--- config.mk ---
export PLATFORM = sky130hd
export DESIGN_NAME = sss_fifo
export DESIGN_NICKNAME = d
export VERILOG_FILES = /design/src/rtl/sss_pkg.sv /design/src/rtl/sss_fifo.sv
export SDC_FILE = /design/constraint.sdc
export NUM_CORES = 1
export LEC_CHECK = 0
export BUFFER_PORTS_ARGS = -buffer_cell sky130_fd_sc_hd__buf_2
export CORE_ASPECT_RATIO = 0.8
export CORE_MARGIN = 5
export CORE_UTILIZATION = 40
export CTS_CLUSTER_DIAMETER = 60
export DETAILED_ROUTE_END_ITERATION = 10
export PLACE_DENSITY = 0.74
export SYNTH_ARGS = -nofsm -noshare
export SYNTH_HDL_FRONTEND = slang
export SYNTH_SLANG_ARGS = --single-unit
--- constraint.sdc ---
create_clock -name clk -period 2.65 [get_ports clk]
set_input_delay 0.53 -clock clk [delete_from_list [all_inputs] [get_ports clk]]
set_output_delay 0.53 -clock clk [all_outputs]
set_load 0.05 [all_outputs]
--- src/rtl/sss_pkg.sv ---
// Shared types and codes for the sorted set store.
// Used by sss_front, sss_fifo, sss_back and sorted_set_store_unit; no dependencies.
`default_nettype none

package sss_pkg;

    localparam int CAPACITY_DEF = 64;
    localparam int KEY_BITS_DEF = 32;
    localparam int QUEUE_DEPTH  = 2;

    // request mode codes
    localparam logic [3:0] MODE_INSERT    = 4'd0;
    localparam logic [3:0] MODE_REMOVE    = 4'd1;
    localparam logic [3:0] MODE_EXISTS    = 4'd2;
    localparam logic [3:0] MODE_MIN       = 4'd3;
    localparam logic [3:0] MODE_MAX       = 4'd4;
    localparam logic [3:0] MODE_TAKE_MIN  = 4'd5;
    localparam logic [3:0] MODE_TAKE_MAX  = 4'd6;
    localparam logic [3:0] MODE_PRED      = 4'd7;
    localparam logic [3:0] MODE_SUCC      = 4'd8;
    localparam logic [3:0] MODE_TAKE_PRED = 4'd9;
    localparam logic [3:0] MODE_TAKE_SUCC = 4'd10;
    localparam logic [3:0] MODE_CLEAR     = 4'd11;

    // response status codes
    localparam logic [2:0] ST_OK     = 3'd0;
    localparam logic [2:0] ST_EMPTY  = 3'd1;
    localparam logic [2:0] ST_ABSENT = 3'd2;
    localparam logic [2:0] ST_DUP    = 3'd3;
    localparam logic [2:0] ST_FULL   = 3'd4;

    typedef enum logic [3:0] {
        OP_NOP,
        OP_INSERT,
        OP_REMOVE,
        OP_EXISTS,
        OP_MIN,
        OP_MAX,
        OP_PRED,
        OP_SUCC,
        OP_CLEAR
    } op_t;

    typedef struct packed {
        logic [3:0]  mode;
        logic [31:0] key;
    } in_beat_t;

    typedef struct packed {
        logic [2:0]  status;
        logic [31:0] value;
        logic [6:0]  count;
    } out_beat_t;

    // decoded command held in the queue
    typedef struct packed {
        op_t         op;
        logic        take;
        logic [31:0] key;
    } cmd_t;

endpackage

`default_nettype wire

--- src/rtl/sss_fifo.sv ---
// Short command queue between front end and back end.
// Depends on sss_pkg.
`default_nettype none

module sss_fifo (
    input  wire logic          clk,
    input  wire logic          rst_n,
    input  wire logic          push,
    input  wire sss_pkg::cmd_t wdata,
    output logic               full,
    input  wire logic          pop,
    output logic               valid,
    output sss_pkg::cmd_t      rdata
);
    import sss_pkg::*;

    localparam int PTR_W = (QUEUE_DEPTH > 1) ? $clog2(QUEUE_DEPTH) : 1;
    localparam int CNT_W = $clog2(QUEUE_DEPTH + 1);

    cmd_t              slot_reg [QUEUE_DEPTH];
    logic [PTR_W-1:0]  wr_ptr_reg, wr_ptr_next;
    logic [PTR_W-1:0]  rd_ptr_reg, rd_ptr_next;
    logic [CNT_W-1:0]  fill_reg, fill_next;
    logic              do_push, do_pop;

    assign full    = (fill_reg == CNT_W'(QUEUE_DEPTH));
    assign valid   = (fill_reg != '0);
    assign rdata   = slot_reg[rd_ptr_reg];
    assign do_push = push && !full;
    assign do_pop  = pop && valid;

    always_comb
    begin
        wr_ptr_next = wr_ptr_reg;
        rd_ptr_next = rd_ptr_reg;
        fill_next   = fill_reg;
        if (do_push)
        begin
            wr_ptr_next = (wr_ptr_reg == PTR_W'(QUEUE_DEPTH - 1)) ? '0 : wr_ptr_reg + 1'b1;
        end
        if (do_pop)
        begin
            rd_ptr_next = (rd_ptr_reg == PTR_W'(QUEUE_DEPTH - 1)) ? '0 : rd_ptr_reg + 1'b1;
        end
        if (do_push && !do_pop)
        begin
            fill_next = fill_reg + 1'b1;
        end
        else if (do_pop && !do_push)
        begin
            fill_next = fill_reg - 1'b1;
        end
    end

    always_ff @(posedge clk or negedge rst_n)
    begin
        if (!rst_n)
        begin
            wr_ptr_reg <= '0;
            rd_ptr_reg <= '0;
            fill_reg   <= '0;
        end
        else
        begin
            wr_ptr_reg <= wr_ptr_next;
            rd_ptr_reg <= rd_ptr_next;
            fill_reg   <= fill_next;
        end
    end

    always_ff @(posedge clk)
    begin
        if (do_push)
        begin
            slot_reg[wr_ptr_reg] <= wdata;
        end
    end

endmodule

`default_nettype wire

==> impl_metrics.ini <==
[sta]
fin_crit_ns = 2.22
slew_headroom_pct = 65.2
setup_viol = 0
tns_ns = 0
hold_ws_ns = 0.369
drv_slew = 0
fmax_mhz = 450
fin_skew_ns = 0.00855
worst_pin_slew_ns = 0.522
rsz0062_at_grt = no
hold_viol = 0
finalCritPeriodShare_pct = 83.8

[clock_tree]
cts_buffers = 9
cts_resized = 0
cts_hold_buf = 1
clock-root-buffer = clkbuf_8
cts_buffer_depth = 2
cts_tree = yes
postCtsSetupRepairBufs = 0
clock_latency_ns = 0.34
clkSinkCount = 78
cts_max_level = 3
path_clk_slew_ns = 0.08

[pwr]
p_sw_share_pct = 41.8
power.switching_mw = 2.01
p_clk_share_pct = 18.5
powerDensity_nw_per_um2 = 1300
p_int_mw = 2.79
p_comb_share_pct = 44.2
total_power_mw = 4.80
p_leak_nw = 1.46
vdd_drop_max_mv = 0.679
pwr-share-seq_pct = 37.3

[yosys]
ys.warnings.count = 0
synth_cell_types = 16
yosys_register_bits = 78
synth_area_um2 = 2950
syn-num-nets = 176
yosysSeqAreaShare_pct = 78.6
syn_avg_cell_area_um2 = 22.0
synthCells = 134

[global_routing]
grt_pass1_wl_um = 8130
grt_start_max_net_pins = 38
grt_antenna_before_repair = 0
overflow = 0
grt.total_usage_pct = 11.9
grt_pass1_vias = 1608

[finish]
final_nets = 266
layout_common_cells = buf_2 (79), edfxtp_1 (74), mux2_4 (20)
drive_gt1_share_pct = 61.1
n_antenna_cell = 0
final_common_cell = buf_2
fillerInstances = 611
largest_reg_flops = 74
fin_cells = 319
syn_to_final_growth_pct = 24.6

[route]
wirelength_um = 5090
first_iter_violations = 22
wire_per_inst_um = 15.9
dr_total_vias = 1486
drc = 0
dr.pass1.iters = 4
viasPerCell = 4.66
route.antenna.remaining_nets = 0

[floorplanning]
initial_core_util_pct = 40.5
die_w_um = 106
fp-row-count = 28
die_area_um2 = 9210
io_pins = 80
die_height_um = 86.9
core_area_um2 = 7290

[setup_path]
cp.required_ns = 2.12
arrival_ns = 1.69
cp-start-kind = flip-flop
critPathCaptureType = output pin
cp_cell_sequence = buf_12 -> mux2_2 -> buf_2
cp_num_buf_inv = 2
cp_slowest_cell = dfrtp_2
crit_fanout = 33
max_stage_delay_ns = 0.45
critical_path.top_delay_family = buffers and inverters
critical_path_class = reg2out

[placed_design]
hpwl_um = 3420
dpl.cell_count = 302
gp_congestion = 0.696
port_buffers = 79

[status]
status = complete, no violations

[job]
maxCapViolations = 0

[min_path]
holdCritPathClass = in2reg
-- worst paths after layout --
| kind | startpoint | endpoint | slack, ns | cells past startpoint |
|---|---|---|---|---|
| min | wdata[27] | slot_reg[1][27] | 0.37 | 1 |
| max in group asynchronous | rst_n | rd_ptr_reg | 2.02 | 2 |
| min in group asynchronous | rst_n | wr_ptr_reg | 0.50 | 2 |
| min reg2reg | fill_reg[1] | fill_reg[1] | 0.51 | 1 |
| max | rd_ptr_reg | rdata[21] | 0.43 | 3 |
| max reg2reg | fill_reg[0] | slot_reg[0][22] | 1.01 | 4 |
-- cells in the mapped netlist --
library cell	number	area share [%]
and3_1	1	0.21
buf_2	1	0.17
buf_6	3	1.1
dfrtp_1	4	3.4
edfxtp_1	74	75
ha_1	1	0.42
inv_1	2	0.25
mux2_2	17	6.5
mux2_4	20	10
nand2_1	1	0.13
nand2_2	1	0.21
nand2b_1	1	0.21
nor2_1	2	0.25
or2_2	1	0.21
xnor2_1	3	0.89
xor2_1	2	0.59
-- cell families (layout without fill, tap and decap cells) --
| family | count (synthesis) | after routing | share of synthesized area [%] |
|---|---|---|---|
| AND/OR/NAND/NOR | 7 | 7 | 1.23 |
| XOR/XNOR | 5 | 5 | 1.48 |
| multiplexers | 37 | 37 | 16.7 |
| buffers and inverters | 6 | 101 | 1.57 |
| flip-flops | 78 | 78 | 78.6 |
| adder cells (fa/ha/maj) | 1 | 1 | 0.424 |
-- power groups by stage --
| stage | clock network, mW | logic (mW) | registers [mW] |
|---|---|---|---|
| final | 0.888 | 2.12 | 1.79 |
| after global routing | 0.981 | 2.24 | 1.82 |
| after CTS | 0.923 | 2.16 | 1.80 |
| after detailed placement | 0 | 2.15 | 1.82 |
| after global placement | 0 | 2.14 | 1.81 |
| after floorplan | 0 | 1.76 | 1.78 |
-- stage by stage --
step | util [%] | setup slack (ns) | cell area (um^2)
2_1_floorplan | - | 0.0344 | 2950
3_3_place_gp | 47.6 | 0.814 | 3470
3_5_place_dp | 47.6 | 0.801 | 3470
4_1_cts | 50.5 | 0.408 | 3680
5_1_grt | 50.5 | 0.347 | 3680
6_report | 50.5 | 0.429 | 3680
-- cell type report --
class | count | area [um^2] | area share (%)
timing repair buffer | 83 | 440 | 12.0
inverter | 2 | 7.51 | 0.204
clock inverter | 7 | 77.6 | 2.11
multi-input combinational | 50 | 593 | 16.1
tap | 90 | 113 | 3.06
clock buffer | 9 | 124 | 3.37
sequential | 78 | 2320 | 63.2
-- routing by layer --
layer	up-vias	global-route usage, %	share of wire [%]
met1	729	15.0	44
li1	696	-	-
met3	8	4.60	6.4
met5	-	0	0
met4	0	4.59	1.3
met2	53	18.9	48
Note: power is estimated with default switching activity, not from simulation.
