--- src/rtl/sss_pkg.sv ---
// Shared types and codes for the sorted set store.
// Used by sss_front, sss_fifo, sss_back and sorted_set_store_unit; no dependencies.
`default_nettype none

package sss_pkg;

    localparam int CAPACITY_DEF = 64;
    localparam int KEY_BITS_DEF = 32;
    localparam int QUEUE_DEPTH  = 2;

    // request mode codes
    localparam logic [3:0] MODE_INSERT    = 4'd0;
    localparam logic [3:0] MODE_REMOVE    = 4'd1;
    localparam logic [3:0] MODE_EXISTS    = 4'd2;
    localparam logic [3:0] MODE_MIN       = 4'd3;
    localparam logic [3:0] MODE_MAX       = 4'd4;
    localparam logic [3:0] MODE_TAKE_MIN  = 4'd5;
    localparam logic [3:0] MODE_TAKE_MAX  = 4'd6;
    localparam logic [3:0] MODE_PRED      = 4'd7;
    localparam logic [3:0] MODE_SUCC      = 4'd8;
    localparam logic [3:0] MODE_TAKE_PRED = 4'd9;
    localparam logic [3:0] MODE_TAKE_SUCC = 4'd10;
    localparam logic [3:0] MODE_CLEAR     = 4'd11;

    // response status codes
    localparam logic [2:0] ST_OK     = 3'd0;
    localparam logic [2:0] ST_EMPTY  = 3'd1;
    localparam logic [2:0] ST_ABSENT = 3'd2;
    localparam logic [2:0] ST_DUP    = 3'd3;
    localparam logic [2:0] ST_FULL   = 3'd4;

    typedef enum logic [3:0] {
        OP_NOP,
        OP_INSERT,
        OP_REMOVE,
        OP_EXISTS,
        OP_MIN,
        OP_MAX,
        OP_PRED,
        OP_SUCC,
        OP_CLEAR
    } op_t;

    typedef struct packed {
        logic [3:0]  mode;
        logic [31:0] key;
    } in_beat_t;

    typedef struct packed {
        logic [2:0]  status;
        logic [31:0] value;
        logic [6:0]  count;
    } out_beat_t;

    // decoded command held in the queue
    typedef struct packed {
        op_t         op;
        logic        take;
        logic [31:0] key;
    } cmd_t;

endpackage

`default_nettype wire

--- src/rtl/sss_front.sv ---
// Request front end: accepts beats and decodes the mode into a command.
// Depends on sss_pkg.
`default_nettype none

module sss_front (
    input  wire logic            req_valid,
    output logic                 req_stall,
    input  wire sss_pkg::in_beat_t req,
    input  wire logic            q_full,
    output logic                 push,
    output sss_pkg::cmd_t        push_cmd
);
    import sss_pkg::*;

    assign req_stall = q_full;
    assign push      = req_valid && !q_full;

    always_comb
    begin
        push_cmd.key  = req.key;
        push_cmd.take = 1'b0;
        push_cmd.op   = OP_NOP;
        case (req.mode)
            MODE_INSERT:    push_cmd.op = OP_INSERT;
            MODE_REMOVE:    push_cmd.op = OP_REMOVE;
            MODE_EXISTS:    push_cmd.op = OP_EXISTS;
            MODE_MIN:       push_cmd.op = OP_MIN;
            MODE_MAX:       push_cmd.op = OP_MAX;
            MODE_PRED:      push_cmd.op = OP_PRED;
            MODE_SUCC:      push_cmd.op = OP_SUCC;
            MODE_CLEAR:     push_cmd.op = OP_CLEAR;
            MODE_TAKE_MIN:
            begin
                push_cmd.op   = OP_MIN;
                push_cmd.take = 1'b1;
            end
            MODE_TAKE_MAX:
            begin
                push_cmd.op   = OP_MAX;
                push_cmd.take = 1'b1;
            end
            MODE_TAKE_PRED:
            begin
                push_cmd.op   = OP_PRED;
                push_cmd.take = 1'b1;
            end
            MODE_TAKE_SUCC:
            begin
                push_cmd.op   = OP_SUCC;
                push_cmd.take = 1'b1;
            end
            default:        push_cmd.op = OP_NOP;
        endcase
    end

endmodule

`default_nettype wire

--- config.mk ---
export PLATFORM = sky130hd
export DESIGN_NAME = sss_front
export DESIGN_NICKNAME = d
export VERILOG_FILES = /design/src/rtl/sss_pkg.sv /design/src/rtl/sss_front.sv
export SDC_FILE = /design/constraint.sdc
export NUM_CORES = 1
export LEC_CHECK = 0
export ABC_CLOCK_PERIOD_IN_PS = 800
export BUFFER_PORTS_ARGS = -buffer_cell sky130_fd_sc_hd__buf_2
export CAP_MARGIN = 20
export CORE_MARGIN = 8
export CORE_UTILIZATION = 24
export DETAILED_ROUTE_END_ITERATION = 10
export PLACE_DENSITY = 0.83
export SYNTH_ARGS = -nofsm -noshare
export SYNTH_HDL_FRONTEND = slang
export SYNTH_SLANG_ARGS = --single-unit
--- constraint.sdc ---
create_clock -name vclk -period 0.8
set_input_delay 0.12 -clock vclk [all_inputs]
set_output_delay 0.12 -clock vclk [all_outputs]
set_load 0.005 [all_outputs]
==> results of run 1 <==
==> cells by family (layout without fill, tap and decap cells) <==
logic type	after synthesis	in the layout	share of synthesized area [%]
compound gates	4	4	6.74
xor+xnor	3	3	7.87
buf+inv	33	15	74.2
simple gates	6	6	11.2
==> power by group through the flow <==
stage,logic [uW],clock network (uW),registers [uW]
3_3_place_gp,95.0,0,0
6_report,123,0,0
2_1_floorplan,171,0,0
4_1_cts,105,0,0
5_1_grt,135,0,0
3_5_place_dp,97.5,0,0
==> stage by stage <==
step | setup TNS, ns | std cells | util, %
6_report | -0.0212 | 43 | 17.6
5_1_grt | -0.0918 | 43 | 17.6
4_1_cts | -0.0285 | 42 | 14.6
3_5_place_dp | -0.0773 | 42 | 13.7
3_3_place_gp | -0.0112 | 42 | 13.7
2_1_floorplan | 0 | 46 | -
==> routing by layer <==
metal	up-vias	wire length [microns]	global-route usage, %
met2	23	327	6.05
met4	0	85	5.04
met1	77	170	3.11
met5	-	0	0
met3	12	178	3.36
li1	77	-	-
==> final cells by class <==
| class | count | area [sq um] |
|---|---|---|
| repair buffers | 15 | 115 |
| multi-input cells | 13 | 95.1 |
| well taps | 15 | 18.8 |
| fillers | 146 | 1070 |
==> worst min-delay path by stage <==
stage / from / to / slack [ns] / depth (start not counted)
floorplan: req[32] / push_cmd[33] / 0.27 / 1
global placement: req[12] / push_cmd[12] / 0.24 / 0
detailed placement: req[12] / push_cmd[12] / 0.24 / 0
CTS: req[12] / push_cmd[12] / 0.24 / 0
global route: req[21] / push_cmd[21] / 0.24 / 0
finish: req[18] / push_cmd[18] / 0.24 / 0
==> cells in the mapped netlist <==
library cell  number  area, sq um
and4b_2            1         11.3
a21o_1             1         7.51
nand3b_1           1         7.51
buf_4             33          248
xnor2_1            3         26.3
nor2_1             2         7.51
a21oi_1            2         10.0
o21ai_1            1         5.00
nor3_1             1         5.00
nor2b_1            1         6.26
==> repair_timing <==
action	in CTS	in global routing
hold buffers	0	0
gates resized for setup	4	10
setup buffers	0	1
pin swaps	2	5
endpoints found under the setup margin	2	2
==> metrics.csv, run 1 <==
metric;value;unit
outcome;complete, but fails checks;
violations;negative setup slack;
p_clk_share;0;%
place_congestion;0.715;
timing.fmax;1220;MHz
wire_per_inst;17.7;microns
yosys_warnings;0;
hold_path.class;input pin to primary output;
fin_area;229;sq um
peakVddDrop;0.0664;mV
crit_slowest_cell;nand3b_1;
grt_usage;4.17;%
synthCells;46;
io_pins;77;
initial_core_util;25.7;%
dieHeight;53.3;microns
cpPeakStageDelay;0.16;ns
antenna_found_initial;0;
p_comb_share;100.0;%
relSlewSlack;89.6;%
grt_pass1_vias;179;
timing.hold.ws;0.240;ns
syn_area_per_cell;7.26;sq um
die_w;53.3;microns
synthDistinctLibCells;10;
drc_errors;0;
syn-cell-area;334;sq um
grt-ovfl-total;0;
grt_max_degree;8;
place_area;178;sq um
powerDensity;539;mW/mm^2
n_sequential_cell;0;
vias;189;
core;0.00130;sq mm
crit_start;req[35];
syn_nets;84;
finalCriticalPeriod;0.821;ns
grt_pass1_wl;966;microns
first_iter_violations;1;
final_common_cell;buf_2;
num_antenna_cells;0;
crit_path_end_kind;primary output;
ys_seq_area_share;0;%
crit_arrival;0.70;ns
dr.pass1.iters;2;
leakagePower;0.000110;uW
startpoint_type;input pin;
setup_viol;1;
total_power;123;uW
period_share;103;%
seq_area;0;sq um
dp_slack;-0.0656;ns
ant_nets;0;
seq_power_share;0;%
fin_ws;-0.0212;ns
syn2layout_area_growth;-31.5;%
layout-drive-gt1-share;64.3;%
crit_required;0.68;ns
die-area;0.00284;sq mm
worstPathMaxFanout;5;
switching_share;41.2;%
avgViaCountPerCell;4.40;
mostFrequentLayoutCells;buf_2, buf_6, xnor2_1;
finalHoldViolCount;0;
rsz0062_at_grt;true;
nClkBuffers;0;
crit_family;compound AO/OA/AOI/OAI gates;
intPower;72.6;uW
rows;13;
maxSlewViolCount;0;
maxCapViolations;0;
critPathCapture;push_cmd[34];
timing.critical_path.buf_inv;2;
crit_chain;buf_8, nand3b_1, o21ai_1, a21o_1, buf_2;
critPathKind;input pin to primary output;
nets;68;
p_switching;50.8;uW
wl;761;microns
cp_num_cells;5;
worstMarginPinSlew;0.155;ns
io_buffers;13;
No activity file was read; power rests on OpenSTA's default activity.
==> run 2: changes to the inputs <==
- CELL_PAD_IN_SITES_DETAIL_PLACEMENT: default -> 0
- CELL_PAD_IN_SITES_GLOBAL_PLACEMENT: default -> 1
- CORE_UTILIZATION: 24 -> 12
- PLACE_DENSITY: 0.83 -> 0.8
==> run 2 against run 1 <==
Net effect: the flow now finishes without violations; power shrank 14%; critical path depth shrank 1; critical endpoint is now push_cmd[35]; maximum frequency is 4.8% higher; flip-flop and latch count is the same; final cell count grew 35%; clock-buffer cell count is the same; sequential share of layout area did not move; global-route usage shrank 2.5 points; first-iteration DRC count decreased by 100%; utilization fell by 9.5 points; largest cell class unchanged; routed wire length fell by 28%.
==> metrics.csv, run 2 (synthesized netlist as in run 1, its figures left out) <==
metric;value;unit
vias;180;
die-area;0.00473;sq mm
hp-start;req[16];
p_switching;43.2;uW
drc_errors;0;
p_comb_share;100.0;%
intPower;63.2;uW
nFillCells;326;
place_congestion;0.744;
antenna_found_initial;0;
critPathKind;input pin to primary output;
rsz0062_at_grt;true;
post-cts-setup-buffers;0;
first_iter_violations;0;
avgViaCountPerCell;3.10;
p_clk_share;0;%
worstPathMaxFanout;6;
powerDensity;483;mW/mm^2
dr.pass1.iters;1;
crit_path_end_kind;primary output;
leakagePower;0.000101;uW
mostFrequentLayoutCells;buf_2, xnor2_1, nor2_1, a21oi_1, buf_6;
initial_core_util;12.3;%
grt-ovfl-total;0;
period_share;98.0;%
grt_usage;1.67;%
num_antenna_cells;0;
grt_max_degree;8;
crit_arrival;0.66;ns
switching_share;40.6;%
post-dp-hpwl;418;microns
wl;547;microns
timing.fmax;1280;MHz
core;0.00271;sq mm
dp.cells;58;
grt_pass1_wl;683;microns
crit_required;0.68;ns
seq_area;0;sq um
finalCriticalPeriod;0.784;ns
fin_setup_tns;0;ns
grt_pass1_vias;146;
seq_power_share;0;%
rows;19;
outcome;finished, final reports clean;
wire_per_inst;9.43;microns
final_common_cell;buf_2;
setup_viol;0;
io_buffers;13;
worstMarginPinSlew;0.155;ns
layout-drive-gt1-share;55.6;%
maxCapViolations;0;
ant_nets;0;
startpoint_type;input pin;
relSlewSlack;89.6;%
syn2layout_area_growth;-34.1;%
crit_start;req[32];
io_pins;77;
peakVddDrop;0.133;mV
finalHoldViolCount;0;
die_w;68.8;microns
dieHeight;68.8;microns
maxSlewViolCount;0;
final-instance-count-excl-fill;58;
cts_hold_buf;0;
n_sequential_cell;0;
nets;67;
hold_path.class;input pin to primary output;
multiInputGateArea;86.3;sq um
nClkBuffers;0;
critPathCapture;push_cmd[35];
==> run 2: cell count changes in the layout (fill, tap and decap cells not counted) <==
cell / previous run / this run
nor3_2: 1 / 0
nor3_1: 0 / 1
a21oi_1: 1 / 2
a21oi_2: 1 / 0
buf_6: 4 / 2
buf_4: 2 / 1
buf_2: 8 / 10
==> run 2: worst min path at each step <==
stage          cells past startpoint  slack (ns)            to
6_report                           0        0.24  push_cmd[16]
5_1_grt                            0        0.24  push_cmd[26]
4_1_cts                            0        0.24  push_cmd[10]
3_5_place_dp                       0        0.24  push_cmd[10]
3_3_place_gp                       0        0.24  push_cmd[10]
2_1_floorplan                      1        0.27  push_cmd[33]
==> run 2: power by group through the flow <==
| stage | registers (uW) | logic [uW] | clock network [uW] |
|---|---|---|---|
| after CTS | 0 | 98.4 | 0 |
| after global placement | 0 | 94.5 | 0 |
| after global routing | 0 | 118 | 0 |
| after detailed placement | 0 | 96.7 | 0 |
| after floorplan | 0 | 171 | 0 |
| final | 0 | 106 | 0 |
==> run 2: per-stage QoR <==
| step | worst slack, ns | hold slack [ns] | utilization (%) | cell area, sq um | power [uW] |
|---|---|---|---|---|---|
| after floorplan | 0.238 | 0.268 | - | 334 | 171 |
| after global placement | -0.0114 | 0.240 | 7.29 | 198 | 94.5 |
| after detailed placement | -0.0285 | 0.240 | 7.29 | 198 | 96.7 |
| after CTS | -0.0122 | 0.240 | 7.39 | 200 | 98.4 |
| after global routing | -0.0408 | 0.240 | 8.13 | 220 | 118 |
| final | 0.0164 | 0.240 | 8.13 | 220 | 106 |
==> run 2: per-layer routing <==
metal | part of all wire [%] | GRT usage [%]
met1 | 26 | 1.48
met2 | 36 | 1.86
met3 | 28 | 1.45
met4 | 8.6 | 2.51
met5 | 0 | 0
==> run 2: cell type report <==
type                            instances  share of cell area, %
Tap cell                               31                   17.6
Multi-Input combinational cell         13                   39.2
Timing Repair Buffer                   14                   43.2
==> run 2: timing repair <==
action | in CTS | in global routing
gates cloned | 0 | 0
endpoints found under the setup margin | 2 | 2
pin swaps | 1 | 2
resized for setup | 1 | 7
==> run 2: worst max-delay path, stage by stage <==
cell and delay [ns]:
buf_2 0.14, a21oi_1 0.15, xnor2_1 0.12, buf_2 0.13
==> run 3: changes to the inputs <==
--- a/config.mk
+++ b/config.mk
@@ -15,4 +15,5 @@
 export DETAILED_ROUTE_END_ITERATION = 10
 export PLACE_DENSITY = 0.8
+export REMOVE_ABC_BUFFERS = 1
 export SYNTH_ARGS = -nofsm -noshare
 export SYNTH_HDL_FRONTEND = slang
==> constraint.sdc (replaced) <==
create_clock -name vclk -period 0.8
set_input_delay 0.04 -clock vclk [all_inputs]
set_output_delay 0.04 -clock vclk [all_outputs]
set_load 0.005 [all_outputs]
==> run 3 against run 2 <==
Net effect: clock-buffer cell count unchanged; non-clock buffer count down 1; power shrank 9.6%; largest power group unchanged; utilization down 1.1 points; flip-flop and latch count unchanged; die area is the same; sequential share of layout area stayed put; combinational power decreased by 9%.
==> metrics.csv, run 3 (synthesized netlist as in run 1, its figures left out) <==
metric;value;unit
first_iter_violations;13;
outcome;finished, final reports clean;
ant_nets;0;
total_power;96.2;uW
cpMostUsedCell;buf_2;
leakagePower;0.0000886;uW
cts_hold_buf;0;
n_sequential_cell;0;
hold_path.class;input pin to primary output;
dr.pass1.iters;3;
grt-ovfl-total;0;
relSlewSlack;89.8;%
finalCriticalPeriod;0.695;ns
maxCapViolations;0;
timing.fmax;1440;MHz
critPathKind;input pin to primary output;
post-cts-setup-buffers;0;
dieHeight;68.8;microns
mostFrequentLayoutCells;buf_2, xnor2_1, nor2_1, a21oi_1;
final_common_cell;buf_2;
avgViaCountPerCell;3.63;
worstMarginPinSlew;0.152;ns
die_w;68.8;microns
crit_chain;buf_2, nand3b_1, o21ai_1, a21o_1, buf_2;
p_comb_share;100.0;%
nets;66;
powerDensity;506;mW/mm^2
cpPeakStageDelay;0.17;ns
fin_ws;0.105;ns
crit_required;0.76;ns
p_switching;47.4;uW
num_antenna_cells;0;
nFillCells;335;
place_congestion;0.676;
timing.critical_path.buf_inv;2;
dp_slack;0.104;ns
io_pins;77;
fin_setup_tns;0;ns
syn2layout_area_growth;-43.1;%
intPower;48.8;uW
layout-drive-gt1-share;53.8;%
rsz0062_at_grt;false;
grt_pass1_vias;219;
hp-start;req[11];
worstPathMaxFanout;6;
wire_per_inst;29.2;microns
vias;207;
seq_power_share;0;%
setup_viol;0;
hold_depth;0;
io_buffers;13;
antenna_found_initial;0;
crit_family;buffers and inverters;
maxSlewViolCount;0;
drc_errors;0;
startpoint_type;input pin;
grt_pass1_wl;2.00;mm
cts_resized;0;
crit_slowest_cell;a21o_1;
die-area;0.00473;sq mm
finalHoldViolCount;0;
period_share;86.9;%
core;0.00271;sq mm
nClkBuffers;0;
fin_util;7.02;%
switching_share;49.3;%
grt_max_degree;8;
wl;1.67;mm
crit_path_end_kind;primary output;
seq_area;0;sq um
initial_core_util;12.3;%
peakVddDrop;0.0844;mV
grt_usage;6.72;%
hold_end;push_cmd[11];
crit_arrival;0.65;ns
rows;19;
p_clk_share;0;%
## run 3: cell types whose count changed in the layout (fill, tap and decap cells not counted), sizes merged
cell / delta
buf: -1
## run 3: per-layer routing
metal / global-route usage [%] / part of all wire (%) / up-vias
met5: 0 / 0 / -
met4: 0 / 0 / 0
met3: 11.3 / 31 / 0
met2: 3.95 / 25 / 38
met1: 9.32 / 43 / 96
li1: - / - / 73
## run 3: power by group through the flow
stage          logic [uW]  registers (uW)  clock network [uW]
2_1_floorplan        37.4               0                   0
3_3_place_gp         97.2               0                   0
3_5_place_dp         98.5               0                   0
4_1_cts              98.8               0                   0
5_1_grt               108               0                   0
6_report             96.2               0                   0
## run 3: how the worst max path moves through the flow
stage                         to  startpoint  slack [ns]  depth (start not counted)
floorplan           push_cmd[34]     req[35]        0.40                          3
CTS                 push_cmd[34]     req[35]         0.1                          5
global placement    push_cmd[34]     req[35]        0.12                          5
finish              push_cmd[34]     req[35]        0.11                          5
detailed placement  push_cmd[34]     req[35]        0.10                          5
global route        push_cmd[34]     req[35]        0.04                          5
## run 3: layout make-up
cell class	count	area [sq um]	share of cell area, %
timing repair buffer	13	65.1	34.2
tap	31	38.8	20.4
multi-input combinational	13	86.3	45.4
## run 3: through the flow
| step | hold WS, ns | cell area [sq um] | std cells |
|---|---|---|---|
| finish | 0.0800 | 190 | 57 |
| global route | 0.0800 | 190 | 57 |
| CTS | 0.0800 | 190 | 57 |
| detailed placement | 0.0800 | 190 | 57 |
| global placement | 0.0800 | 190 | 57 |
| floorplan | 0.0800 | 86.3 | 13 |
